<file path="config.mk">
export PLATFORM = sky130hd
export DESIGN_NAME = frequency_monitor_with_loss_detect
export DESIGN_NICKNAME = d
export VERILOG_FILES = /design/src/design/fmld_pkg.sv /design/src/design/fmld_front.sv /design/src/design/fmld_queue.sv /design/src/design/fmld_div.sv /design/src/design/fmld_back.sv /design/src/design/frequency_monitor_with_loss_detect.sv
export SDC_FILE = /design/constraint.sdc
export NUM_CORES = 1
export LEC_CHECK = 0
export BUFFER_PORTS_ARGS = -buffer_cell sky130_fd_sc_hd__buf_4
export CORE_MARGIN = 2
export CORE_UTILIZATION = 60
export CTS_BUF_LIST = sky130_fd_sc_hd__clkbuf_16
export DETAILED_ROUTE_END_ITERATION = 10
export PLACE_DENSITY_LB_ADDON = 0.05
export SETUP_SLACK_MARGIN = 0.5
export SYNTH_ARGS = -nofsm -noshare
export SYNTH_HDL_FRONTEND = slang
export SYNTH_SLANG_ARGS = --single-unit
</file>
<file path="constraint.sdc">
create_clock -name clk -period 9 [get_ports clk]
set_input_delay 0.9 -clock clk [delete_from_list [all_inputs] [get_ports clk]]
set_output_delay 0.9 -clock clk [all_outputs]
set_load 0.05 [all_outputs]
</file>
<file path="src/design/fmld_pkg.sv">
// fmld_pkg: shared types, register indexes, reset values and state codes
// for the frequency monitor; used by every module in design/
`timescale 1ns / 1ps
`default_nettype none

package fmld_pkg;

  localparam int COUNT_WIDTH = 32;
  localparam int DIV_STEPS   = 32;
  localparam int DIV_CNT_W   = $clog2(DIV_STEPS);
  localparam int CFG_ADDR_W  = 3;

  localparam logic [15:0] RST_TARGET_HZ       = 16'd100;
  localparam logic [15:0] RST_TOLERANCE_HZ    = 16'd5;
  localparam logic [31:0] RST_TIMER_CLOCK_HZ  = 32'd100000;
  localparam logic [15:0] RST_TIMEOUT_MS      = 16'd100;
  localparam logic [31:0] RST_EVAL_INTERVAL   = 32'd1000;
  localparam logic [15:0] RST_BAD_LIMIT       = 16'd100;
  localparam logic [15:0] BAD_COUNT_MAX       = 16'hFFFF;

  typedef enum logic [CFG_ADDR_W-1:0] {
    REG_TARGET_FREQ = 3'd0,
    REG_TOLERANCE   = 3'd1,
    REG_TIMER_CLOCK = 3'd2,
    REG_TIMEOUT     = 3'd3,
    REG_EVAL_INTERVAL = 3'd4,
    REG_BAD_LIMIT   = 3'd5
  } cfg_idx_t;

  typedef enum logic {
    KIND_EDGE = 1'b0,
    KIND_EVAL = 1'b1
  } kind_t;

  typedef enum logic [2:0] {
    ST_IDLE = 3'd0,
    ST_EXEC = 3'd1,
    ST_DIV  = 3'd2,
    ST_EVAL = 3'd3,
    ST_DONE = 3'd4
  } back_state_t;

  typedef struct packed {
    logic [15:0] target_hz;
    logic [15:0] tolerance_hz;
    logic [31:0] timer_clock_hz;
    logic [15:0] timeout_ms;
    logic [31:0] eval_interval_counts;
    logic [15:0] bad_limit;
  } cfg_t;

  typedef struct packed {
    kind_t                  kind;
    logic [COUNT_WIDTH-1:0] count;
    logic [31:0]            now_ms;
    logic [31:0]            next_cmp;
  } cmd_t;

  typedef struct packed {
    logic        start;
    logic [31:0] dividend;
    logic [31:0] divisor;
  } div_ctl_t;

  typedef struct packed {
    logic        done;
    logic [31:0] quotient;
  } div_sts_t;

endpackage

`default_nettype wire

</file>
<file path="src/design/fmld_front.sv">
// fmld_front: takes input requests, classifies them and forms a command
// with the next compare value; depends on fmld_pkg
`timescale 1ns / 1ps
`default_nettype none

module fmld_front (
  input  wire logic              in_push,
  input  wire logic              in_kind,
  input  wire logic [31:0]       in_capture_count,
  input  wire logic [31:0]       in_now_ms,
  input  wire logic [31:0]       in_counter_now,
  input  wire logic [31:0]       eval_interval_counts,
  input  wire logic              q_full,
  output logic                   q_push,
  output fmld_pkg::cmd_t         q_cmd
);

  logic [fmld_pkg::COUNT_WIDTH-1:0] next_cnt;

  assign next_cnt = in_counter_now[fmld_pkg::COUNT_WIDTH-1:0]
                  + eval_interval_counts[fmld_pkg::COUNT_WIDTH-1:0];

  always_comb begin
    q_cmd.kind     = fmld_pkg::kind_t'(in_kind);
    q_cmd.count    = in_capture_count[fmld_pkg::COUNT_WIDTH-1:0];
    q_cmd.now_ms   = in_now_ms;
    q_cmd.next_cmp = 32'(next_cnt);
  end

  assign q_push = in_push & ~q_full;

endmodule

`default_nettype wire

</file>
<file path="src/design/fmld_queue.sv">
// fmld_queue: two-entry command queue between front and back
// depends on fmld_pkg
`timescale 1ns / 1ps
`default_nettype none

module fmld_queue (
  input  wire logic           clk,
  input  wire logic           rst_n,
  input  wire logic           push,
  input  wire fmld_pkg::cmd_t push_cmd,
  input  wire logic           pop,
  output logic                full,
  output logic                valid,
  output fmld_pkg::cmd_t      head
);

  fmld_pkg::cmd_t mem_r [2];
  logic           wr_ptr_r, wr_ptr_nxt;
  logic           rd_ptr_r, rd_ptr_nxt;
  logic [1:0]     cnt_r, cnt_nxt;
  logic           do_push, do_pop;

  assign full    = cnt_r[1];
  assign valid   = (cnt_r != 2'd0);
  assign head    = mem_r[rd_ptr_r];
  assign do_push = push & ~full;
  assign do_pop  = pop & valid;

  always_comb begin
    wr_ptr_nxt = do_push ? ~wr_ptr_r : wr_ptr_r;
    rd_ptr_nxt = do_pop ? ~rd_ptr_r : rd_ptr_r;
    cnt_nxt    = cnt_r + 2'(do_push) - 2'(do_pop);
  end

  always_ff @(posedge clk) begin
    if (!rst_n) begin
      wr_ptr_r <= 1'b0;
      rd_ptr_r <= 1'b0;
      cnt_r    <= 2'd0;
    end else begin
      wr_ptr_r <= wr_ptr_nxt;
      rd_ptr_r <= rd_ptr_nxt;
      cnt_r    <= cnt_nxt;
    end
  end

  always_ff @(posedge clk) begin
    if (do_push) begin
      mem_r[wr_ptr_r] <= push_cmd;
    end
  end

endmodule

`default_nettype wire

</file>
<file path="src/design/fmld_div.sv">
// fmld_div: radix-2 restoring divider, one quotient bit per cycle
// depends on fmld_pkg
`timescale 1ns / 1ps
`default_nettype none

module fmld_div (
  input  wire logic             clk,
  input  wire logic             rst_n,
  input  wire fmld_pkg::div_ctl_t ctl,
  output fmld_pkg::div_sts_t    sts
);

  logic [31:0]                   q_r, q_nxt;
  logic [31:0]                   rem_r, rem_nxt;
  logic [31:0]                   d_r, d_nxt;
  logic [fmld_pkg::DIV_CNT_W-1:0] cnt_r, cnt_nxt;
  logic                          busy_r, busy_nxt;
  logic                          done_r, done_nxt;
  logic [32:0]                   trial;

  assign trial = {rem_r, q_r[31]} - {1'b0, d_r};

  always_comb begin
    q_nxt    = q_r;
    rem_nxt  = rem_r;
    d_nxt    = d_r;
    cnt_nxt  = cnt_r;
    busy_nxt = busy_r;
    done_nxt = 1'b0;
    if (ctl.start) begin
      q_nxt    = ctl.dividend;
      rem_nxt  = 32'd0;
      d_nxt    = ctl.divisor;
      cnt_nxt  = '0;
      busy_nxt = 1'b1;
    end else if (busy_r) begin
      if (!trial[32]) begin
        rem_nxt = trial[31:0];
        q_nxt   = {q_r[30:0], 1'b1};
      end else begin
        rem_nxt = {rem_r[30:0], q_r[31]};
        q_nxt   = {q_r[30:0], 1'b0};
      end
      cnt_nxt = cnt_r + fmld_pkg::DIV_CNT_W'(1);
      if (cnt_r == fmld_pkg::DIV_CNT_W'(fmld_pkg::DIV_STEPS - 1)) begin
        busy_nxt = 1'b0;
        done_nxt = 1'b1;
      end
    end
  end

  always_ff @(posedge clk) begin
    if (!rst_n) begin
      busy_r <= 1'b0;
      done_r <= 1'b0;
      cnt_r  <= '0;
    end else begin
      busy_r <= busy_nxt;
      done_r <= done_nxt;
      cnt_r  <= cnt_nxt;
    end
  end

  always_ff @(posedge clk) begin
    q_r   <= q_nxt;
    rem_r <= rem_nxt;
    d_r   <= d_nxt;
  end

  assign sts.done     = done_r;
  assign sts.quotient = q_r;

endmodule

`default_nettype wire

</file>
<file path="src/design/fmld_back.sv">
// fmld_back: executes commands against the monitor state, drives the divider
// and holds the result register; depends on fmld_pkg
`timescale 1ns / 1ps
`default_nettype none

module fmld_back (
  input  wire logic               clk,
  input  wire logic               rst_n,
  input  wire fmld_pkg::cfg_t     cfg,
  input  wire logic               q_valid,
  input  wire fmld_pkg::cmd_t     q_head,
  output logic                    q_pop,
  output fmld_pkg::div_ctl_t      div_ctl,
  input  wire fmld_pkg::div_sts_t div_sts,
  output logic                    out_empty,
  input  wire logic               out_pop,
  output logic [31:0]             out_freq_hz,
  output logic                    out_signal_lost,
  output logic                    out_in_window,
  output logic [15:0]             out_bad_count,
  output logic                    out_stopped,
  output logic [31:0]             out_next_compare,
  output logic                    out_next_compare_valid
);

  fmld_pkg::back_state_t state_r, state_nxt;
  fmld_pkg::cmd_t        cmd_r, cmd_nxt;

  logic                             have_r, have_nxt;
  logic [fmld_pkg::COUNT_WIDTH-1:0] prev_r, prev_nxt;
  logic [31:0]                      meas_r, meas_nxt;
  logic [31:0]                      last_r, last_nxt;
  logic [15:0]                      bad_r, bad_nxt;
  logic                             halted_r, halted_nxt;

  logic lost_r, lost_nxt;
  logic ge_low_r, ge_low_nxt;
  logic le_high_r, le_high_nxt;
  logic res_lost_r, res_lost_nxt;
  logic res_inwin_r, res_inwin_nxt;
  logic res_valid_r, res_valid_nxt;

  logic out_v_r, out_v_nxt;
  logic out_free, out_load;

  logic [fmld_pkg::COUNT_WIDTH-1:0] diff;
  logic [31:0]                      elapsed;
  logic [15:0]                      win_low;
  logic [16:0]                      win_high;
  logic                             inwin;
  logic [15:0]                      bad_upd;

  assign out_free = ~out_v_r | out_pop;
  assign diff     = cmd_r.count - prev_r;
  assign elapsed  = cmd_r.now_ms - last_r;
  assign win_low  = (cfg.target_hz >= cfg.tolerance_hz)
                  ? cfg.target_hz - cfg.tolerance_hz : 16'd0;
  assign win_high = {1'b0, cfg.target_hz} + {1'b0, cfg.tolerance_hz};
  assign inwin    = ~lost_r & ge_low_r & le_high_r;
  assign bad_upd  = inwin ? 16'd0
                  : ((bad_r != fmld_pkg::BAD_COUNT_MAX) ? bad_r + 16'd1 : bad_r);

  always_comb begin
    state_nxt     = state_r;
    cmd_nxt       = cmd_r;
    have_nxt      = have_r;
    prev_nxt      = prev_r;
    meas_nxt      = meas_r;
    last_nxt      = last_r;
    bad_nxt       = bad_r;
    halted_nxt    = halted_r;
    lost_nxt      = lost_r;
    ge_low_nxt    = ge_low_r;
    le_high_nxt   = le_high_r;
    res_lost_nxt  = res_lost_r;
    res_inwin_nxt = res_inwin_r;
    res_valid_nxt = res_valid_r;
    q_pop         = 1'b0;
    out_load      = 1'b0;
    div_ctl.start    = 1'b0;
    div_ctl.dividend = cfg.timer_clock_hz;
    div_ctl.divisor  = 32'(diff);
    case (state_r)
      fmld_pkg::ST_IDLE: begin
        if (q_valid) begin
          q_pop     = 1'b1;
          cmd_nxt   = q_head;
          state_nxt = fmld_pkg::ST_EXEC;
        end
      end
      fmld_pkg::ST_EXEC: begin
        res_lost_nxt  = 1'b0;
        res_inwin_nxt = 1'b0;
        res_valid_nxt = 1'b0;
        if (halted_r) begin
          state_nxt = fmld_pkg::ST_DONE;
        end else if (cmd_r.kind == fmld_pkg::KIND_EDGE) begin
          last_nxt = cmd_r.now_ms;
          prev_nxt = cmd_r.count;
          if (!have_r) begin
            have_nxt  = 1'b1;
            state_nxt = fmld_pkg::ST_DONE;
          end else if (diff == '0) begin
            meas_nxt  = 32'd0;
            have_nxt  = 1'b0;
            state_nxt = fmld_pkg::ST_DONE;
          end else begin
            div_ctl.start = 1'b1;
            state_nxt     = fmld_pkg::ST_DIV;
          end
        end else begin
          lost_nxt    = ~have_r | (elapsed > {16'd0, cfg.timeout_ms});
          ge_low_nxt  = (meas_r >= {16'd0, win_low});
          le_high_nxt = (meas_r <= {15'd0, win_high});
          state_nxt   = fmld_pkg::ST_EVAL;
        end
      end
      fmld_pkg::ST_DIV: begin
        if (div_sts.done) begin
          meas_nxt  = div_sts.quotient;
          state_nxt = fmld_pkg::ST_DONE;
        end
      end
      fmld_pkg::ST_EVAL: begin
        if (lost_r) begin
          meas_nxt = 32'd0;
          have_nxt = 1'b0;
        end
        bad_nxt       = bad_upd;
        res_lost_nxt  = lost_r;
        res_inwin_nxt = inwin;
        if (bad_upd >= cfg.bad_limit) begin
          halted_nxt    = 1'b1;
          res_valid_nxt = 1'b0;
        end else begin
          res_valid_nxt = 1'b1;
        end
        state_nxt = fmld_pkg::ST_DONE;
      end
      fmld_pkg::ST_DONE: begin
        if (out_free) begin
          out_load  = 1'b1;
          state_nxt = fmld_pkg::ST_IDLE;
        end
      end
      default: begin
        state_nxt = fmld_pkg::ST_IDLE;
      end
    endcase
    out_v_nxt = out_load ? 1'b1 : (out_pop ? 1'b0 : out_v_r);
  end

  always_ff @(posedge clk) begin
    if (!rst_n) begin
      state_r <= fmld_pkg::ST_IDLE;
    end else begin
      state_r <= state_nxt;
    end
  end

  always_ff @(posedge clk) begin
    if (!rst_n) begin
      have_r   <= 1'b0;
      prev_r   <= '0;
      meas_r   <= 32'd0;
      last_r   <= 32'd0;
      bad_r    <= 16'd0;
      halted_r <= 1'b0;
      out_v_r  <= 1'b0;
    end else begin
      have_r   <= have_nxt;
      prev_r   <= prev_nxt;
      meas_r   <= meas_nxt;
      last_r   <= last_nxt;
      bad_r    <= bad_nxt;
      halted_r <= halted_nxt;
      out_v_r  <= out_v_nxt;
    end
  end

  always_ff @(posedge clk) begin
    cmd_r       <= cmd_nxt;
    lost_r      <= lost_nxt;
    ge_low_r    <= ge_low_nxt;
    le_high_r   <= le_high_nxt;
    res_lost_r  <= res_lost_nxt;
    res_inwin_r <= res_inwin_nxt;
    res_valid_r <= res_valid_nxt;
    if (out_load) begin
      out_freq_hz            <= meas_r;
      out_signal_lost        <= res_lost_r;
      out_in_window          <= res_inwin_r;
      out_bad_count          <= bad_r;
      out_stopped            <= halted_r;
      out_next_compare       <= res_valid_r ? cmd_r.next_cmp : 32'd0;
      out_next_compare_valid <= res_valid_r;
    end
  end

  assign out_empty = ~out_v_r;

  a_halt_sticky: assert property (@(posedge clk) disable iff (!rst_n)
    halted_r |=> halted_r)
    else $error("halted state cleared without reset");

  a_pop_in_idle: assert property (@(posedge clk) disable iff (!rst_n)
    q_pop |-> (state_r == fmld_pkg::ST_IDLE))
    else $error("queue popped outside idle");

  a_div_start: assert property (@(posedge clk) disable iff (!rst_n)
    div_ctl.start |-> (state_r == fmld_pkg::ST_EXEC) && !halted_r
                      && (cmd_r.kind == fmld_pkg::KIND_EDGE) && (diff != '0))
    else $error("divider started for a non-edge or zero period");

  a_div_done: assert property (@(posedge clk) disable iff (!rst_n)
    (state_r == fmld_pkg::ST_DIV) && div_sts.done |=> (state_r == fmld_pkg::ST_DONE))
    else $error("divide result not taken");

  a_halt_no_cmp: assert property (@(posedge clk) disable iff (!rst_n)
    $rose(halted_r) |-> !res_valid_r)
    else $error("compare value produced on halting evaluation");

endmodule

`default_nettype wire

</file>
<file path="src/design/frequency_monitor_with_loss_detect.sv">
// frequency_monitor_with_loss_detect: top level, configuration registers and
// wiring of front, queue, divider and back; depends on fmld_pkg and all fmld_*
//
// usage
//   input channel: a request is taken when in_push is high and in_full low;
//   in_kind 0 is a capture edge, 1 an evaluation tick
//   result channel: exactly one result per request, in order; the oldest is
//   on out_* while out_empty is low and leaves when out_pop is high
//   config: cfg_we writes cfg_wdata into register cfg_addr;
//   write only while no request is in flight; unknown indexes are dropped
//   execution: an evaluation tick passes the queue and the IDLE, EXEC, EVAL
//   and DONE states before out_empty goes low; a first or repeated capture,
//   or any request once stopped, goes from EXEC straight to DONE; a capture
//   that needs a frequency waits in DIV for the 32-step serial divider
//   the back end executes one request at a time; a two-entry command queue
//   sits between input and execution, so requests are still taken while a
//   result waits; a stalled result stops execution and then fills the
//   queue, which raises in_full
//   reset: synchronous rst_n clears state, empties the result register and
//   queue, and loads the register defaults; no clearing pass is needed
`timescale 1ns / 1ps
`default_nettype none

module frequency_monitor_with_loss_detect (
  input  wire logic                            clk,
  input  wire logic                            rst_n,
  input  wire logic                            in_push,
  output logic                                 in_full,
  input  wire logic                            in_kind,
  input  wire logic [31:0]                     in_capture_count,
  input  wire logic [31:0]                     in_now_ms,
  input  wire logic [31:0]                     in_counter_now,
  output logic                                 out_empty,
  input  wire logic                            out_pop,
  output logic [31:0]                          out_freq_hz,
  output logic                                 out_signal_lost,
  output logic                                 out_in_window,
  output logic [15:0]                          out_bad_count,
  output logic                                 out_stopped,
  output logic [31:0]                          out_next_compare,
  output logic                                 out_next_compare_valid,
  input  wire logic                            cfg_we,
  input  wire logic [fmld_pkg::CFG_ADDR_W-1:0] cfg_addr,
  input  wire logic [31:0]                     cfg_wdata
);

  fmld_pkg::cfg_t     cfg_r, cfg_nxt;
  fmld_pkg::cmd_t     push_cmd;
  fmld_pkg::cmd_t     q_head;
  fmld_pkg::div_ctl_t div_ctl;
  fmld_pkg::div_sts_t div_sts;
  logic               q_push, q_pop, q_full, q_valid;

  always_comb begin
    cfg_nxt = cfg_r;
    if (cfg_we) begin
      case (cfg_addr)
        fmld_pkg::REG_TARGET_FREQ:   cfg_nxt.target_hz            = cfg_wdata[15:0];
        fmld_pkg::REG_TOLERANCE:     cfg_nxt.tolerance_hz         = cfg_wdata[15:0];
        fmld_pkg::REG_TIMER_CLOCK:   cfg_nxt.timer_clock_hz       = cfg_wdata;
        fmld_pkg::REG_TIMEOUT:       cfg_nxt.timeout_ms           = cfg_wdata[15:0];
        fmld_pkg::REG_EVAL_INTERVAL: cfg_nxt.eval_interval_counts = cfg_wdata;
        fmld_pkg::REG_BAD_LIMIT:     cfg_nxt.bad_limit            = cfg_wdata[15:0];
        default: begin
          cfg_nxt = cfg_r;
        end
      endcase
    end
  end

  always_ff @(posedge clk) begin
    if (!rst_n) begin
      cfg_r.target_hz            <= fmld_pkg::RST_TARGET_HZ;
      cfg_r.tolerance_hz         <= fmld_pkg::RST_TOLERANCE_HZ;
      cfg_r.timer_clock_hz       <= fmld_pkg::RST_TIMER_CLOCK_HZ;
      cfg_r.timeout_ms           <= fmld_pkg::RST_TIMEOUT_MS;
      cfg_r.eval_interval_counts <= fmld_pkg::RST_EVAL_INTERVAL;
      cfg_r.bad_limit            <= fmld_pkg::RST_BAD_LIMIT;
    end else begin
      cfg_r <= cfg_nxt;
    end
  end

  assign in_full = q_full;

  fmld_front u_front (
    .in_push              (in_push),
    .in_kind              (in_kind),
    .in_capture_count     (in_capture_count),
    .in_now_ms            (in_now_ms),
    .in_counter_now       (in_counter_now),
    .eval_interval_counts (cfg_r.eval_interval_counts),
    .q_full               (q_full),
    .q_push               (q_push),
    .q_cmd                (push_cmd)
  );

  fmld_queue u_queue (
    .clk      (clk),
    .rst_n    (rst_n),
    .push     (q_push),
    .push_cmd (push_cmd),
    .pop      (q_pop),
    .full     (q_full),
    .valid    (q_valid),
    .head     (q_head)
  );

  fmld_div u_div (
    .clk   (clk),
    .rst_n (rst_n),
    .ctl   (div_ctl),
    .sts   (div_sts)
  );

  fmld_back u_back (
    .clk                    (clk),
    .rst_n                  (rst_n),
    .cfg                    (cfg_r),
    .q_valid                (q_valid),
    .q_head                 (q_head),
    .q_pop                  (q_pop),
    .div_ctl                (div_ctl),
    .div_sts                (div_sts),
    .out_empty              (out_empty),
    .out_pop                (out_pop),
    .out_freq_hz            (out_freq_hz),
    .out_signal_lost        (out_signal_lost),
    .out_in_window          (out_in_window),
    .out_bad_count          (out_bad_count),
    .out_stopped            (out_stopped),
    .out_next_compare       (out_next_compare),
    .out_next_compare_valid (out_next_compare_valid)
  );

endmodule

`default_nettype wire
</file>
* After elaboration in Yosys (flattened, before gate mapping)
Memories as Yosys holds them, arrays and structs flattened. A register that Yosys moved wholly into a read port is not among the register bits.
Cells that the tools add are included.
W data, S select, Z words.
** Storage, ports and cells
- Memories :: 1
- Output and inout bits :: 86
- Word-level logic and storage cells :: 159
- Register bits :: 443
- RAM bits :: 194
** Operators by class
- Equality and inequality tests :: 19
- Magnitude comparators :: 5
- Reductions and logical operators :: 23
- $add $sub $neg :: 10
- Bitwise operators :: 17
- Multiplexer cells :: 48
** Memory list
- u_queue.mem_r :: words 2, width 97, rd ports 1, clocked after Yosys merged registers in 1, write ports 1, RTL line fmld_queue.sv:17 : fmld_pkg::cmd_t mem_r [2];
** Operators by type and width (count)
- $mux W32 :: 9
- $pmux W32 S3 :: 1
- $sub A32 B32 Y32 :: 2
- $mux W16 :: 3
- $sub A33 B32 Y33 :: 1
- $add A32 B32 Y32 :: 1
- $ge A16 B16 Y1 :: 2
- $ge A32 B16 Y1 :: 1
- $gt A32 B16 Y1 :: 1
- $le A32 B17 Y1 :: 1
- $logic_not A32 Y1 :: 1
- $mux W1 :: 23
- $mux W3 :: 7
- $add A16 B16 Y17 :: 1
- $add A16 B1 Y16 const B :: 1
- $ne A16 B16 Y1 const B :: 1
- $reduce_and A2 Y1 :: 8
- $sub A16 B16 Y16 :: 1
- $pmux W3 S5 :: 1
- $eq A3 B2 Y1 const B :: 4
- $not A1 Y1 :: 10
- $eq A3 B3 Y1 const B :: 3
- $reduce_and A3 Y1 :: 3
- $ne A2 B1 Y1 const B :: 4
- other kinds (16) :: 32

* Depth between registers and ports, before layout
- Depth in word-level cells :: 8
- Gate-level depth with buffers :: 27

* Cells and area by module
From an unflattened synthesis, not the netlist that was laid out.
** Second synthesis, totals
- Cells, all modules :: 3521
- Area, all modules :: 38370.6 um^2
** Modules (own cells, without submodules)
- fmld_back :: times used 1, sequential area each 7977.7 um^2, area each 18077.3 um^2, cells an instance 1853
- fmld_queue :: times used 1, sequential area each 5925.7 um^2, area each 7359.6 um^2, cells an instance 329
- fmld_div :: times used 1, sequential area each 2702.6 um^2, area each 5853.1 um^2, cells an instance 560
- frequency_monitor_with_loss_detect :: times used 1, sequential area each 2562.5 um^2, area each 4840.9 um^2, cells an instance 470
- fmld_front :: times used 1, sequential area each 0.0 um^2, area each 2239.6 um^2, cells an instance 309

* Least setup slack after synthesis
Ideal clock, no wire load.
- Kind :: reg-to-reg
- From :: register u_queue.cnt_r[1]
- To :: register u_queue.cnt_r[1]
- Required time :: 8885 ps
- Setup time :: 115 ps
- Period minus slack after synthesis :: 6406 ps
- Buffers on the path :: 0
- Arrival time :: 6291 ps
- Cell stages (with the launch flop) :: 9
- Path slack :: 2594 ps
- Cell sequence :: dfxtp_1 > o21ai_0 > nor2_1 > ha_1 > inv_1 > ha_1 > xnor2_1 > xnor2_1 > and2_1
** Between the ends
- Longest elaborated chain between the ends :: 5
- Elaborated cells between the ends (all ways) :: 9
- Those cells by class :: 2 x add/sub; 2 x mux; 4 x bitwise; 1 x reduce/logical
** Ends and longest elaborated chain
- start: declaration :: RTL line fmld_queue.sv:20 : logic [1:0] cnt_r, cnt_nxt;
- start signal: assignment :: RTL line fmld_queue.sv:43 : cnt_r <= cnt_nxt;
- $reduce_bool A2 Y1 :: RTL line fmld_queue.sv:24 : assign valid = (cnt_r != 2'd0);
- $mux W1 :: RTL line fmld_back.sv:85 : if (q_valid) begin
- $mux W1 :: RTL line fmld_back.sv:83 : case (state_r)
- named net q_pop :: RTL line frequency_monitor_with_loss_detect.sv:52 : logic q_push, q_pop, q_full, q_valid;
- $and A1 B1 Y1 :: RTL line fmld_queue.sv:27 : assign do_pop = pop & valid;
- $sub A2 B1 Y2 :: RTL line fmld_queue.sv:32 : cnt_nxt = cnt_r + 2'(do_push) - 2'(do_pop);
The timed path passes the listed nets, and every way through them passes these cells.
A chain may end at the register's enable or synchronous reset.

* Worst setup path in the final report
- From :: register cfg_r[96] in the netlist's numbering
- To :: register u_back.ge_low_r, data pin
** Between the ends
- Longest elaborated chain between the ends :: 3
- Elaborated cells between the ends (all ways) :: 4
- Those cells by class :: 1 x add/sub; 2 x order compare; 1 x mux
** Ends and longest elaborated chain
- start: declaration :: RTL line frequency_monitor_with_loss_detect.sv:47 : fmld_pkg::cfg_t cfg_r, cfg_nxt;
- start signal: assignment :: RTL line frequency_monitor_with_loss_detect.sv:80 : cfg_r <= cfg_nxt;
- $sub A16 B16 Y16 or $ge A16 B16 Y1 (tied branches) :: RTL line fmld_back.sv:57, fmld_back.sv:56
- $mux W16 * :: RTL line fmld_back.sv:57 : ? cfg.target_hz - cfg.tolerance_hz : 16'd0;
- $ge A32 B16 Y1 * :: RTL line fmld_back.sv:113 : ge_low_nxt = (meas_r >= {16'd0, win_low});
- end signal: assignment :: RTL line fmld_back.sv:184 : ge_low_r <= ge_low_nxt;
- end: declaration :: RTL line fmld_back.sv:37 : logic ge_low_r, ge_low_nxt;
Mark *: on every way between the ends. The rest lies on a longest branch, timed or not.

==> summary.md <==
| Metric | Value |
|---|---|
| GRT Overall Usage | 0.267 |
| H-tree lvl count | 3 |
| Setup TNS | 0 ns |
| R2R depth | 26 |
| CP max FO | 15 |
| Fin util | 0.686 |
| VDD IR max | 0.194 mV |
| Post-synth cell types | 82 |
| Status | completed |
| Data required time at the worst endpoint | 9.35 ns |
| #FFs+latches synth | 734 |
| Internal power | about 0.0077 W |
| Max Root-Sink Buffers | 3 |
| Mapped cell area | ~37000 um2 |
| Die width | 251 um |
| RSZ-0062 raised after global routing | no |
| Post-cts sizing count | 0 |
| Initial Utilization | 0.607 |
| Lkg Pwr | approximately 16 nW |
| # hold bufs at CTS | 0 |
| Num CTS Buffers | just under 80 |
| Fin crit period | 5.91 ns |
| Adder-cell share of the synthesized area | 0.0808 |
| Via count of the routed design | ~26000 |
| Post-synth top area cell | edfxtp_1 |
| Critical Path Sink Type | flip-flop |
| Largest net degree at the start of global routing | between 90 and 100 |
| Area of the die | approximately 63000 um2 |
| Avg Cell Area, Syn | between 10 and 15 um2 |
| Hold EP | u_back.out_in_window |
| Net Sw Frac | 0.350 |
| Share of cells above drive strength 1 | 0.143 |
| Main combinational cell family by area after synthesis | compound AO/OA/AOI/OAI gates |
| Hold_sp | u_back.res_inwin_r |
| Hold Crit Depth | 0 |
| # Max-Cap Violations | 0 |
| Post-synth top flop | edfxtp_1 |
| Peak per-stage delay on the critical path | 0.40 ns |
| Antenna-violating nets left | 0 |
| Max frequency | between 150 and 200 MHz |
| Flop pwr share | 0.387 |
| Initial antenna violation count | 4 |
| R2R setup slack | ~3.1 ns |
| Drt first-iter violations | 1642 |
| Worst min path class | reg2reg |
| Reg2reg end | u_back.ge_low_r |
| R2R Path Start | cfg_r[96] |
| Row Count | 90 |
| Complex-gate fraction of the synthesized area | 0.135 |
| Mux cell area share after synthesis | 0.0615 |
| Share of the synthesized area in the top cell type | 0.365 |
| Slew @ Worst Pin | 1.27 ns |
| DRC violations left | 0 |
| Fillers | about 4600 |
| Vias in the first global route | 25284 |
| Avg WL per Cell | 19.1 um |
| Worst setup margin | 3.09 ns |
| Synth Warn # | 0 |
| Syn Inst Count | between 3000 and 4000 |
| Io pins | 223 |
| Post-synth EDFFs | between 400 and 500 |
| Power per cell area | ~280 nW/um2 |
| Clock power share | 0.260 |
| Core region area | between 60000 and 70000 um2 |
| Simple-gate share of the synthesized area | 0.131 |
| TritonCTS clock tree | done |
| Routed vias/inst | a little under 6 |
| Seq/Total Area, Yosys | 0.522 |
| Worst skew pair latency | around 0.63 ns |
| Worst Clk Skew | roughly 0.022 ns |
| Worst setup path class | reg2reg |
| Buffers on Ports | roughly 220 |
| Root Buffer | clkbuf_16 |
| Crit start category | flip-flop |
| Worst EP arrival | 6.25 ns |
| Final Cycle Share | 0.656 |
| Final hold violation count | 0 |
| Pre-CTS setup slack | approximately 3.2 ns |
| P_sw | between 0.004 and 0.005 W |
| Clock transition at path regs | 0.06 ns |
| Largest cells by area after synthesis | edfxtp_1 (36%), dfxtp_1 (16%), ha_1 (7.7%) |
| Area growth, synth to finish | 13.0% |
| Post-CTS setup buffers | 0 |
| Post-synthesis xor/xnor area fraction | 0.0323 |
| CTS Sinks | 734 |
| Headroom to the max-slew limit | 0.155 |
| Die Y | around 250 um |
| GP Congestion | between 0.9 and 1 |
| HPWL after detailed placement | 60400 um |
| Overflow after GRT | 0 |
| Syn_nets | between 3000 and 4000 |
| DRT Pass-1 Iters | 5 |
| First-pass GRT wire length | roughly 130000 um |
| Logic pwr share | 0.353 |
| Routed WL | 85200 um |
| Critical path's slowest cell | fa_1 |
| CP most frequent cell | a21oi_1 |
| Final setup violating endpoints | 0 |
| Hold WS | between 0.4 and 0.5 ns |
| Final Slew Violations | 0 |
| Layout Nets | roughly 4000 |
| Asr flop ratio synth | 0 |
| Worst Setup SP | cfg_r[96] |
[per-layer routing]
metal,routed length (um),GRT usage,vias up
li1,-,-,12577
met4,2920,0.0966,0
met5,0,0,-
met3,3570,0.0298,162
met2,40000,0.448,667
met1,38700,0.361,12344
[critical path: cells and delay by family (launching register included)]
family          cells  cell delay [ns]
buf+inv             1             0.06
flops               1             0.36
fa+ha+maj           3             0.81
compound gates     19             3.60
simple gates        3             0.77
[Yosys cell counts, drive strengths merged, types with 8 or more instances]
cell / n
o21a: 29
xnor2: 88
a211oi: 41
xor2: 47
and2: 51
edfxtp: 445
o211ai: 28
mux2: 132
o21ai: 81
nor2: 142
nand2: 576
nor3: 32
nand4: 27
or3: 13
nor2b: 28
nand3: 64
nor4: 15
a21o: 53
inv: 213
a31oi: 16
a21oi: 159
a211o: 8
o21bai: 23
a21boi: 189
nand2b: 37
o31ai: 12
mux2i: 66
ha: 227
or2: 14
buf: 14
nor3b: 9
dfxtp: 289
and3: 24
clkbuf: 125
[cell type report]
type | count | area (um2) | area share
inverters | 213 | 800 | 0.0193
well taps | 782 | 978 | 0.0236
clock inverters | 61 | 387 | 0.00933
clock buffers | 83 | 2080 | 0.0501
multi-input cells | 2347 | 16200 | 0.391
repair buffers | 241 | 1810 | 0.0438
flip-flops and latches | 734 | 19200 | 0.462
diodes | 4 | 10.0 | 0.000242
[worst max-delay path by stage]
stage                  endpoint  cells past startpoint  slack [ns]
6_report        u_back.ge_low_r                     26        3.09
5_1_grt         u_back.ge_low_r                     26        2.67
4_1_cts         u_back.ge_low_r                     26        3.17
3_5_place_dp    u_back.ge_low_r                     25        3.22
3_3_place_gp    u_back.ge_low_r                     27        3.28
2_1_floorplan  u_queue.cnt_r[1]                      8        2.59
[power groups by stage]
stage	registers, W	clock network [W]	logic (W)
2_1_floorplan	0.00472	0	0.00295
3_3_place_gp	0.00461	0	0.00400
3_5_place_dp	0.00464	0	0.00411
4_1_cts	0.00457	0.00312	0.00413
5_1_grt	0.00462	0.00324	0.00459
6_report	0.00457	0.00306	0.00416
[stage by stage]
step                      total power [W]  std cells  cell area [um2]
after CTS                          0.0118       4461            41400
after global routing               0.0125       4465            41400
after global placement            0.00861       4317            39000
final                              0.0118       4465            41400
after floorplan                   0.00766       3433            36700
after detailed placement          0.00874       4317            39000
[registers in the layout, indices dropped and copies added, names as in the netlist, 32 cells and up]
signal,cells
u_back.out_next_compare,32
u_div.rem_r,32
u_div.q_r,32
cfg_r,128
u_queue.mem_r,194
u_back.meas_r,32
u_back.cmd_r,97
u_back.last_r,32
u_back.out_freq_hz,32
u_back.prev_r,32
u_div.d_r,32
[cell families (layout without fill, tap and decap cells)]
| kind of cell | count (synthesis) | in the layout |
|---|---|---|
| AO/OA/AOI/OAI | 722 | 722 |
| XOR/XNOR | 135 | 135 |
| adder cells (fa/ha/maj) | 233 | 233 |
| buffers and inverters | 352 | 598 |
| flip-flops | 734 | 734 |
| multiplexers | 198 | 198 |
| other | 0 | 4 |
| AND/OR/NAND/NOR | 1059 | 1059 |
[cell usage in the layout, fill, tap and decap left out, types with 41 or more instances in the layout]
| cell type | synthesis | routed |
|---|---|---|
| nand2_1 | 576 | 575 |
| edfxtp_1 | 445 | 445 |
| dfxtp_1 | 289 | 287 |
| buf_4 | 0 | 240 |
| inv_1 | 213 | 232 |
| ha_1 | 227 | 227 |
| a21boi_0 | 189 | 189 |
| a21oi_1 | 157 | 157 |
| nor2_1 | 142 | 140 |
| mux2_2 | 103 | 103 |
| xnor2_1 | 88 | 88 |
| clkbuf_16 | 0 | 83 |
| o21ai_0 | 80 | 80 |
| mux2i_1 | 66 | 66 |
| nand3_1 | 64 | 64 |
| a21o_1 | 53 | 53 |
| and2_1 | 50 | 49 |
| xor2_1 | 47 | 46 |
| a211oi_1 | 41 | 41 |
(Power assumes the default switching activity.)
